===== config.mk =====
export PLATFORM = sky130hd
export DESIGN_NAME = line_pixel_generator_flat
export DESIGN_NICKNAME = d
export VERILOG_FILES = /design/src/design/lpg_pkg.sv /design/src/design/lpg_if.sv /design/src/design/lpg_setup.sv /design/src/design/lpg_core.sv /design/src/design/line_pixel_generator.sv /design/src/flat_wrapper.sv
export SDC_FILE = /design/constraint.sdc
export NUM_CORES = 1
export LEC_CHECK = 0
export ABC_CLOCK_PERIOD_IN_PS = 7200
export BUFFER_PORTS_ARGS = -buffer_cell sky130_fd_sc_hd__buf_2
export CORE_ASPECT_RATIO = 1.75
export CORE_UTILIZATION = 39
export DETAILED_ROUTE_END_ITERATION = 10
export SYNTH_ARGS = -nofsm -noshare
export SYNTH_HDL_FRONTEND = slang
export SYNTH_HIERARCHICAL = 1
export SYNTH_SLANG_ARGS = --single-unit

===== constraint.sdc =====
create_clock -name i_clk -period 7.2 [get_ports i_clk]
set_input_delay 0.72 -clock i_clk [delete_from_list [all_inputs] [get_ports i_clk]]
set_output_delay 0.72 -clock i_clk [all_outputs]
set_load 0.1 [all_outputs]

===== src/design/lpg_pkg.sv =====
package lpg_pkg;

    localparam int COORD_BITS = 9;
    localparam int COLOR_BITS = 16;

    typedef logic [COLOR_BITS-1:0] t_color;

    typedef enum logic {
        FUNC_START = 1'b0,
        FUNC_STEP  = 1'b1
    } t_func;

    // step direction codes of one axis
    typedef logic [1:0] t_dir;
    localparam t_dir DIR_NONE = 2'd0;
    localparam t_dir DIR_UP   = 2'd1;
    localparam t_dir DIR_DOWN = 2'd3;

endpackage


===== src/design/lpg_if.sv =====
interface lpg_line_if #(
    parameter int COORD_BITS = lpg_pkg::COORD_BITS
);
    logic                   valid;
    logic                   ready;
    lpg_pkg::t_func         func;
    logic [COORD_BITS-1:0]  start_x;
    logic [COORD_BITS-1:0]  start_y;
    logic [COORD_BITS-1:0]  end_x;
    logic [COORD_BITS-1:0]  end_y;
    lpg_pkg::t_color        pen_color;

    modport source (output valid, func, start_x, start_y, end_x, end_y, pen_color,
                    input ready);
    modport sink   (input valid, func, start_x, start_y, end_x, end_y, pen_color,
                    output ready);
endinterface

interface lpg_pixel_if #(
    parameter int COORD_BITS = lpg_pkg::COORD_BITS
);
    logic                   valid;
    logic                   ready;
    logic [COORD_BITS-1:0]  pixel_x;
    logic [COORD_BITS-1:0]  pixel_y;
    lpg_pkg::t_color        pixel_color;
    logic                   last_pixel;

    modport source (output valid, pixel_x, pixel_y, pixel_color, last_pixel,
                    input ready);
    modport sink   (input valid, pixel_x, pixel_y, pixel_color, last_pixel,
                    output ready);
endinterface


===== src/design/lpg_setup.sv =====
module lpg_setup #(
    parameter int COORD_BITS = lpg_pkg::COORD_BITS
) (
    input  logic [COORD_BITS-1:0] i_start_x,
    input  logic [COORD_BITS-1:0] i_start_y,
    input  logic [COORD_BITS-1:0] i_end_x,
    input  logic [COORD_BITS-1:0] i_end_y,
    output logic [COORD_BITS-1:0] o_abs_dx,
    output logic [COORD_BITS-1:0] o_abs_dy,
    output lpg_pkg::t_dir         o_col_dir,
    output lpg_pkg::t_dir         o_row_dir,
    output logic [COORD_BITS-1:0] o_major_dist,
    output logic [COORD_BITS:0]   o_pixels
);

    always_comb begin
        if (i_end_x > i_start_x) begin
            o_abs_dx  = i_end_x - i_start_x;
            o_col_dir = lpg_pkg::DIR_UP;
        end else if (i_end_x == i_start_x) begin
            o_abs_dx  = '0;
            o_col_dir = lpg_pkg::DIR_NONE;
        end else begin
            o_abs_dx  = i_start_x - i_end_x;
            o_col_dir = lpg_pkg::DIR_DOWN;
        end

        if (i_end_y > i_start_y) begin
            o_abs_dy  = i_end_y - i_start_y;
            o_row_dir = lpg_pkg::DIR_UP;
        end else if (i_end_y == i_start_y) begin
            o_abs_dy  = '0;
            o_row_dir = lpg_pkg::DIR_NONE;
        end else begin
            o_abs_dy  = i_start_y - i_end_y;
            o_row_dir = lpg_pkg::DIR_DOWN;
        end

        o_major_dist = (o_abs_dx > o_abs_dy) ? o_abs_dx : o_abs_dy;
        // start pixel is given twice, so distance + 2 pixels
        o_pixels     = {1'b0, o_major_dist} + (COORD_BITS+1)'(2);
    end

endmodule


===== src/design/lpg_core.sv =====
module lpg_core #(
    parameter int COORD_BITS = lpg_pkg::COORD_BITS
) (
    input  logic                  i_clk,
    input  logic                  i_rst_n,
    input  logic                  i_start,
    input  logic                  i_step,
    input  logic [COORD_BITS-1:0] i_start_x,
    input  logic [COORD_BITS-1:0] i_start_y,
    input  logic [COORD_BITS-1:0] i_end_x,
    input  logic [COORD_BITS-1:0] i_end_y,
    input  lpg_pkg::t_color       i_pen_color,
    output logic [COORD_BITS-1:0] o_col,
    output logic [COORD_BITS-1:0] o_row,
    output lpg_pkg::t_color       o_color,
    output logic                  o_last,
    output logic                  o_active
);

    logic [COORD_BITS-1:0] r_col, r_row, r_abs_dx, r_abs_dy, r_major;
    logic [COORD_BITS:0]   r_col_err, r_row_err, r_pixels_left;
    lpg_pkg::t_dir         r_col_dir, r_row_dir;
    lpg_pkg::t_color       r_color;
    logic                  r_active;

    logic [COORD_BITS-1:0] w_abs_dx, w_abs_dy, w_major;
    lpg_pkg::t_dir         w_col_dir, w_row_dir;
    logic [COORD_BITS:0]   w_pixels;

    logic [COORD_BITS-1:0] n_col, n_row;
    logic [COORD_BITS:0]   n_col_err, n_row_err, n_pixels_left;
    logic [COORD_BITS:0]   w_col_sum, w_row_sum, w_major_ext;

    lpg_setup #(.COORD_BITS(COORD_BITS)) u_setup (
        .i_start_x    (i_start_x),
        .i_start_y    (i_start_y),
        .i_end_x      (i_end_x),
        .i_end_y      (i_end_y),
        .o_abs_dx     (w_abs_dx),
        .o_abs_dy     (w_abs_dy),
        .o_col_dir    (w_col_dir),
        .o_row_dir    (w_row_dir),
        .o_major_dist (w_major),
        .o_pixels     (w_pixels)
    );

    always_comb begin
        w_major_ext = {1'b0, r_major};
        w_col_sum   = r_col_err + {1'b0, r_abs_dx};
        w_row_sum   = r_row_err + {1'b0, r_abs_dy};
        n_col_err   = w_col_sum;
        n_row_err   = w_row_sum;
        n_col       = r_col;
        n_row       = r_row;

        if (w_col_sum > w_major_ext) begin
            n_col_err = w_col_sum - w_major_ext;
            case (r_col_dir)
                lpg_pkg::DIR_UP:   n_col = r_col + 1'b1;
                lpg_pkg::DIR_DOWN: n_col = r_col - 1'b1;
                default:           n_col = r_col;
            endcase
        end

        if (w_row_sum > w_major_ext) begin
            n_row_err = w_row_sum - w_major_ext;
            case (r_row_dir)
                lpg_pkg::DIR_UP:   n_row = r_row + 1'b1;
                lpg_pkg::DIR_DOWN: n_row = r_row - 1'b1;
                default:           n_row = r_row;
            endcase
        end

        n_pixels_left = (r_pixels_left != '0) ? r_pixels_left - 1'b1 : r_pixels_left;
    end

    always_ff @(posedge i_clk) begin
        if (!i_rst_n) begin
            r_active <= 1'b0;
        end else if (i_start) begin
            r_active <= 1'b1;
        end else if (i_step && r_active) begin
            r_active <= (n_pixels_left != '0);
        end
    end

    always_ff @(posedge i_clk) begin
        if (i_start) begin
            r_col         <= i_start_x;
            r_row         <= i_start_y;
            r_abs_dx      <= w_abs_dx;
            r_abs_dy      <= w_abs_dy;
            r_col_dir     <= w_col_dir;
            r_row_dir     <= w_row_dir;
            r_major       <= w_major;
            r_col_err     <= '0;
            r_row_err     <= '0;
            r_pixels_left <= w_pixels;
            r_color       <= i_pen_color;
        end else if (i_step && r_active) begin
            r_col         <= n_col;
            r_row         <= n_row;
            r_col_err     <= n_col_err;
            r_row_err     <= n_row_err;
            r_pixels_left <= n_pixels_left;
        end
    end

    assign o_col    = r_col;
    assign o_row    = r_row;
    assign o_color  = r_color;
    assign o_last   = (r_pixels_left == (COORD_BITS+1)'(1));
    assign o_active = r_active;

endmodule


===== src/design/line_pixel_generator.sv =====
// a step transfer is held in the input register, then its pixel is captured in the pixel register
//   as the line state advances; a start item gives no pixel
// throughput: one item per cycle while o_pixel.ready does not hold back the pixel register
// i_rst_n is synchronous, active low: clears the valid bits of both pipeline registers and the
//   line-active flag, so steps after reset give nothing until a start item arrives
module line_pixel_generator #(
    parameter int COORD_BITS = lpg_pkg::COORD_BITS
) (
    input  logic        i_clk,
    input  logic        i_rst_n,
    lpg_line_if.sink    i_line,
    lpg_pixel_if.source o_pixel
);

    logic                  r_in_valid;
    lpg_pkg::t_func        r_func;
    logic [COORD_BITS-1:0] r_start_x, r_start_y, r_end_x, r_end_y;
    lpg_pkg::t_color       r_pen_color;

    logic                  r_out_valid;
    logic [COORD_BITS-1:0] r_pixel_x, r_pixel_y;
    lpg_pkg::t_color       r_pixel_color;
    logic                  r_last_pixel;

    logic                  w_advance, w_start, w_step, w_emit;
    logic [COORD_BITS-1:0] w_col, w_row;
    lpg_pkg::t_color       w_color;
    logic                  w_last, w_active;

    // the held item moves on once the pixel register is free or being drained
    assign w_advance    = r_in_valid && (!r_out_valid || o_pixel.ready);
    assign w_start      = w_advance && (r_func == lpg_pkg::FUNC_START);
    assign w_step       = w_advance && (r_func == lpg_pkg::FUNC_STEP);
    assign w_emit       = w_step && w_active;
    assign i_line.ready = !r_in_valid || w_advance;

    always_ff @(posedge i_clk) begin
        if (!i_rst_n) begin
            r_in_valid <= 1'b0;
        end else if (i_line.ready) begin
            r_in_valid <= i_line.valid;
        end
    end

    always_ff @(posedge i_clk) begin
        if (i_line.ready && i_line.valid) begin
            r_func      <= i_line.func;
            r_start_x   <= i_line.start_x;
            r_start_y   <= i_line.start_y;
            r_end_x     <= i_line.end_x;
            r_end_y     <= i_line.end_y;
            r_pen_color <= i_line.pen_color;
        end
    end

    lpg_core #(.COORD_BITS(COORD_BITS)) u_core (
        .i_clk       (i_clk),
        .i_rst_n     (i_rst_n),
        .i_start     (w_start),
        .i_step      (w_step),
        .i_start_x   (r_start_x),
        .i_start_y   (r_start_y),
        .i_end_x     (r_end_x),
        .i_end_y     (r_end_y),
        .i_pen_color (r_pen_color),
        .o_col       (w_col),
        .o_row       (w_row),
        .o_color     (w_color),
        .o_last      (w_last),
        .o_active    (w_active)
    );

    always_ff @(posedge i_clk) begin
        if (!i_rst_n) begin
            r_out_valid <= 1'b0;
        end else if (w_emit) begin
            r_out_valid <= 1'b1;
        end else if (o_pixel.ready) begin
            r_out_valid <= 1'b0;
        end
    end

    always_ff @(posedge i_clk) begin
        if (w_emit) begin
            r_pixel_x     <= w_col;
            r_pixel_y     <= w_row;
            r_pixel_color <= w_color;
            r_last_pixel  <= w_last;
        end
    end

    assign o_pixel.valid       = r_out_valid;
    assign o_pixel.pixel_x     = r_pixel_x;
    assign o_pixel.pixel_y     = r_pixel_y;
    assign o_pixel.pixel_color = r_pixel_color;
    assign o_pixel.last_pixel  = r_last_pixel;

endmodule

===== src/flat_wrapper.sv =====
// flat-port wrapper written by rule: the top's interface ports become plain ports
module line_pixel_generator_flat 
#(
    parameter int COORD_BITS = lpg_pkg::COORD_BITS
)
  (i_clk, i_rst_n, i_line_valid, i_line_func, i_line_start_x, i_line_start_y, i_line_end_x, i_line_end_y, i_line_pen_color, i_line_ready, o_pixel_valid, o_pixel_pixel_x, o_pixel_pixel_y, o_pixel_pixel_color, o_pixel_last_pixel, o_pixel_ready);
  lpg_line_if #(.COORD_BITS(COORD_BITS)) i_line_i ();
  lpg_pixel_if #(.COORD_BITS(COORD_BITS)) o_pixel_i ();
  input  logic i_clk;
  input  logic i_rst_n;
  input wire logic [$bits(i_line_i.valid)-1:0] i_line_valid;
  input wire logic [$bits(i_line_i.func)-1:0] i_line_func;
  input wire logic [$bits(i_line_i.start_x)-1:0] i_line_start_x;
  input wire logic [$bits(i_line_i.start_y)-1:0] i_line_start_y;
  input wire logic [$bits(i_line_i.end_x)-1:0] i_line_end_x;
  input wire logic [$bits(i_line_i.end_y)-1:0] i_line_end_y;
  input wire logic [$bits(i_line_i.pen_color)-1:0] i_line_pen_color;
  output wire logic [$bits(i_line_i.ready)-1:0] i_line_ready;
  output wire logic [$bits(o_pixel_i.valid)-1:0] o_pixel_valid;
  output wire logic [$bits(o_pixel_i.pixel_x)-1:0] o_pixel_pixel_x;
  output wire logic [$bits(o_pixel_i.pixel_y)-1:0] o_pixel_pixel_y;
  output wire logic [$bits(o_pixel_i.pixel_color)-1:0] o_pixel_pixel_color;
  output wire logic [$bits(o_pixel_i.last_pixel)-1:0] o_pixel_last_pixel;
  input wire logic [$bits(o_pixel_i.ready)-1:0] o_pixel_ready;
  assign i_line_i.valid = i_line_valid;
  assign i_line_i.func = i_line_func;
  assign i_line_i.start_x = i_line_start_x;
  assign i_line_i.start_y = i_line_start_y;
  assign i_line_i.end_x = i_line_end_x;
  assign i_line_i.end_y = i_line_end_y;
  assign i_line_i.pen_color = i_line_pen_color;
  assign i_line_ready = i_line_i.ready;
  assign o_pixel_valid = o_pixel_i.valid;
  assign o_pixel_pixel_x = o_pixel_i.pixel_x;
  assign o_pixel_pixel_y = o_pixel_i.pixel_y;
  assign o_pixel_pixel_color = o_pixel_i.pixel_color;
  assign o_pixel_last_pixel = o_pixel_i.last_pixel;
  assign o_pixel_i.ready = o_pixel_ready;
  line_pixel_generator #(.COORD_BITS(COORD_BITS)) u_core (.i_clk(i_clk), .i_rst_n(i_rst_n), .i_line(i_line_i), .o_pixel(o_pixel_i));
endmodule

==> flow_summary.ini <==
[run_status]
status = finished clean

[global_routing]
grt_max_degree = 59
grt_pass1_vias = 8593
grt-ovfl-total = 0
antenna_found_initial = 0
grt.total_usage = 0.190
grt_pass1_wl_um = 43600

[timing]
rsz0062_at_grt = false
final-hold-violation-count = 0
finalCritPeriodShare = 0.897
report.final.setup_viol = 0
tightest_slew_ps = 1180
fin_worst_skew_ps = 11.4
maxSlewHeadroom = 0.207
fmax_mhz = 155
tns_ps = 0
period_minus_slack_ps = 6460
drv_slew = 0

[setup_path]
required_ps = 7400
crit_type = reg -> reg
cp.arrival_ps = 6660
end_kind = flip-flop
path_max_fanout = 13
worstSetupStartpointType = flip-flop

[synth]
syn-cell-area_um2 = 11400
synth_edf_count = 163
ys_ff_latch = 186
synth_warnings = 6
syn_area_per_cell_um2 = 10.9
synth.yosys.seq_area_share = 0.470
async_reset_ff_frac = 0
syn_nets = 1211
synthFlopType = edfxtp_1
syn_inst = 1049
yosysUniqueCellTypes = 95

[placement]
io_buffers = 93
gp_congestion = 0.901
hpwlAfterDp_um = 21100

[routing]
drtAntennaViolNets = 0
drc = 0
via_per_inst = 5.50
firstDrtPassIters = 5
num_vias = 8425
drt_iter0_markers = 421
routed_wl_um = 27600
wl_per_cell_um = 18.0

[pwr]
p_leak_uw = 0.00522
p_total_uw = 3480
irDropWorstVdd_mv = 0.262
p_per_area_nw_per_um2 = 271

[clock_network]
htree_levels = 4
cts.clk_slew.worst_paths_ps = 70
cts-root-buf = clkbuf_16
cts_tree = done
cts_sinks = 186
holdBufCountCts = 0
numCtsBuffers = 17
clockBufferDepth = 2
clk_latency_ps = 450
cts_setup_buffers = 0
cts_resized = 0

[final_layout]
mostFrequentLayoutCells = edfxtp_1, inv_1, ha_1
final_common_cell = edfxtp_1
insertedDiodeCount = 0
drive_above_1_share = 0.160
synthToLayoutAreaGrowth_pct = 12.8
nets = 1304

[floorplan]
initial_utilization = 0.397
fp.dieW_um = 131
num_rows = 82
io_pins = 94
die_area_um2 = 29900
die_h_um = 228
core-area_um2 = 28700

[job]
drv_cap = 0

[min_path]
hp-class = reg -> reg
## logic make-up after synthesis
family                   share of synthesized area
AND/OR/NAND/NOR                              0.129
buffers and inverters                       0.0450
AO/OA/AOI/OAI                                0.173
XOR/XNOR                                    0.0331
multiplexers                                0.0271
flip-flops                                   0.470
adder cells (fa/ha/maj)                      0.123
## layer usage
layer	up-vias	routed length (µm)	GRT usage
li1	4111	-	-
met1	4044	9960	0.179
met2	190	15200	0.368
met3	80	968	0.0402
met4	0	1480	0.116
met5	-	0	0
## report_power, final
group / internal (µW) / switching, µW / leakage [µW]
clock network: 454 / 440 / 0.000275
logic: 500 / 787 / 0.00324
registers: 1270 / 35.3 / 0.00170
total: 2220 / 1260 / 0.00522
## cells in the mapped netlist (5+ instances only)
library cell,number,share of area
a211oi_1,5,0.0033
a21boi_0,5,0.0033
a21o_1,19,0.013
a21oi_1,59,0.026
a31oi_1,15,0.0082
and2_1,5,0.0027
and3_1,9,0.0049
and4_1,6,0.0046
clkbuf_1,20,0.0066
dfxtp_1,23,0.040
edfxtp_1,163,0.43
fa_1,10,0.018
ha_1,95,0.10
inv_1,100,0.033
mux2_2,6,0.0059
mux2i_1,20,0.018
nand2_1,71,0.023
nand3_1,38,0.017
nand4_1,15,0.0082
nor2_1,46,0.015
nor2b_1,13,0.0071
nor3_1,21,0.0092
nor3b_1,9,0.0059
nor4_1,5,0.0027
o211ai_1,10,0.0066
o21a_1,8,0.0053
o21ai_0,66,0.029
o21ai_1,5,0.0022
o31ai_1,13,0.0086
or2_2,7,0.0038
xnor2_1,29,0.022
xor2_1,14,0.011
## metrics by stage
stage	hold slack [ps]	cell area (µm²)	worst slack, ps	std cells	util
after floorplan	400	11400	1170	1049	-
after global placement	403	12300	986	1501	0.428
after detailed placement	405	12300	866	1501	0.428
after global routing	419	12800	249	1533	0.447
final	417	12800	740	1533	0.447
after CTS	411	12800	789	1533	0.447
## path summary, 6_finish.rpt
path,startpoint,endpoint,slack [ps],cells after the start
setup / recovery,u_core/r_start_y[4],u_core/u_core/r_pixels_left[5],740,24
setup reg to reg,u_core/r_start_y[4],u_core/u_core/r_pixels_left[5],740,24
hold / removal,u_core/u_core/o_color[14],u_core/o_pixel.pixel_color[14],420,0
hold reg to reg,u_core/u_core/o_color[14],u_core/o_pixel.pixel_color[14],420,0
## final cells by class
cell class | instances | area [µm²]
clock inverters | 15 | 136
fillers | 2791 | 15900
flip-flops and latches | 186 | 5360
inverters | 100 | 375
multi-input cells | 734 | 5540
repair buffers | 103 | 541
clock buffers | 17 | 425
well taps | 378 | 473
## worst max-delay path, cell delays in order (launching register included)
cell      delay, ps
edfxtp_1        370
inv_1            60
ha_1            400
and2_4          210
a221oi_2        260
o21ai_2         130
a221oi_4        600
mux2i_1         340
a221oi_1        120
o21ai_0         230
mux2i_1         390
inv_1            90
ha_1            330
a21o_1          180
a21o_1          170
a21oi_1         300
o21ai_0         300
o221ai_2        480
mux2i_1         300
inv_1           100
ha_1            230
inv_1           110
nor3_1           70
xor2_1          160
mux2_2          260
## flip-flops by register name, indices dropped and copies added, names as in the netlist, 2 cells and up
| name | flops |
|---|---|
| u_core/u_core/r_row_err | 10 |
| u_core/u_core/r_row_dir | 2 |
| u_core/u_core/r_col_err | 10 |
| u_core/o_pixel.pixel_color | 16 |
| u_core/u_core/r_major | 9 |
| u_core/u_core/r_pixels_left | 10 |
| u_core/u_core/o_col | 9 |
| u_core/r_start_y | 9 |
| u_core/r_start_x | 9 |
| u_core/o_pixel.pixel_y | 9 |
| u_core/u_core/r_col_dir | 2 |
| u_core/u_core/r_abs_dy | 9 |
| u_core/u_core/o_color | 16 |
| u_core/u_core/o_row | 9 |
| u_core/o_pixel.pixel_x | 9 |
| u_core/r_end_y | 9 |
| u_core/r_pen_color | 16 |
| u_core/r_end_x | 9 |
| u_core/u_core/r_abs_dx | 9 |
Power figures use the tool's default switching activity.
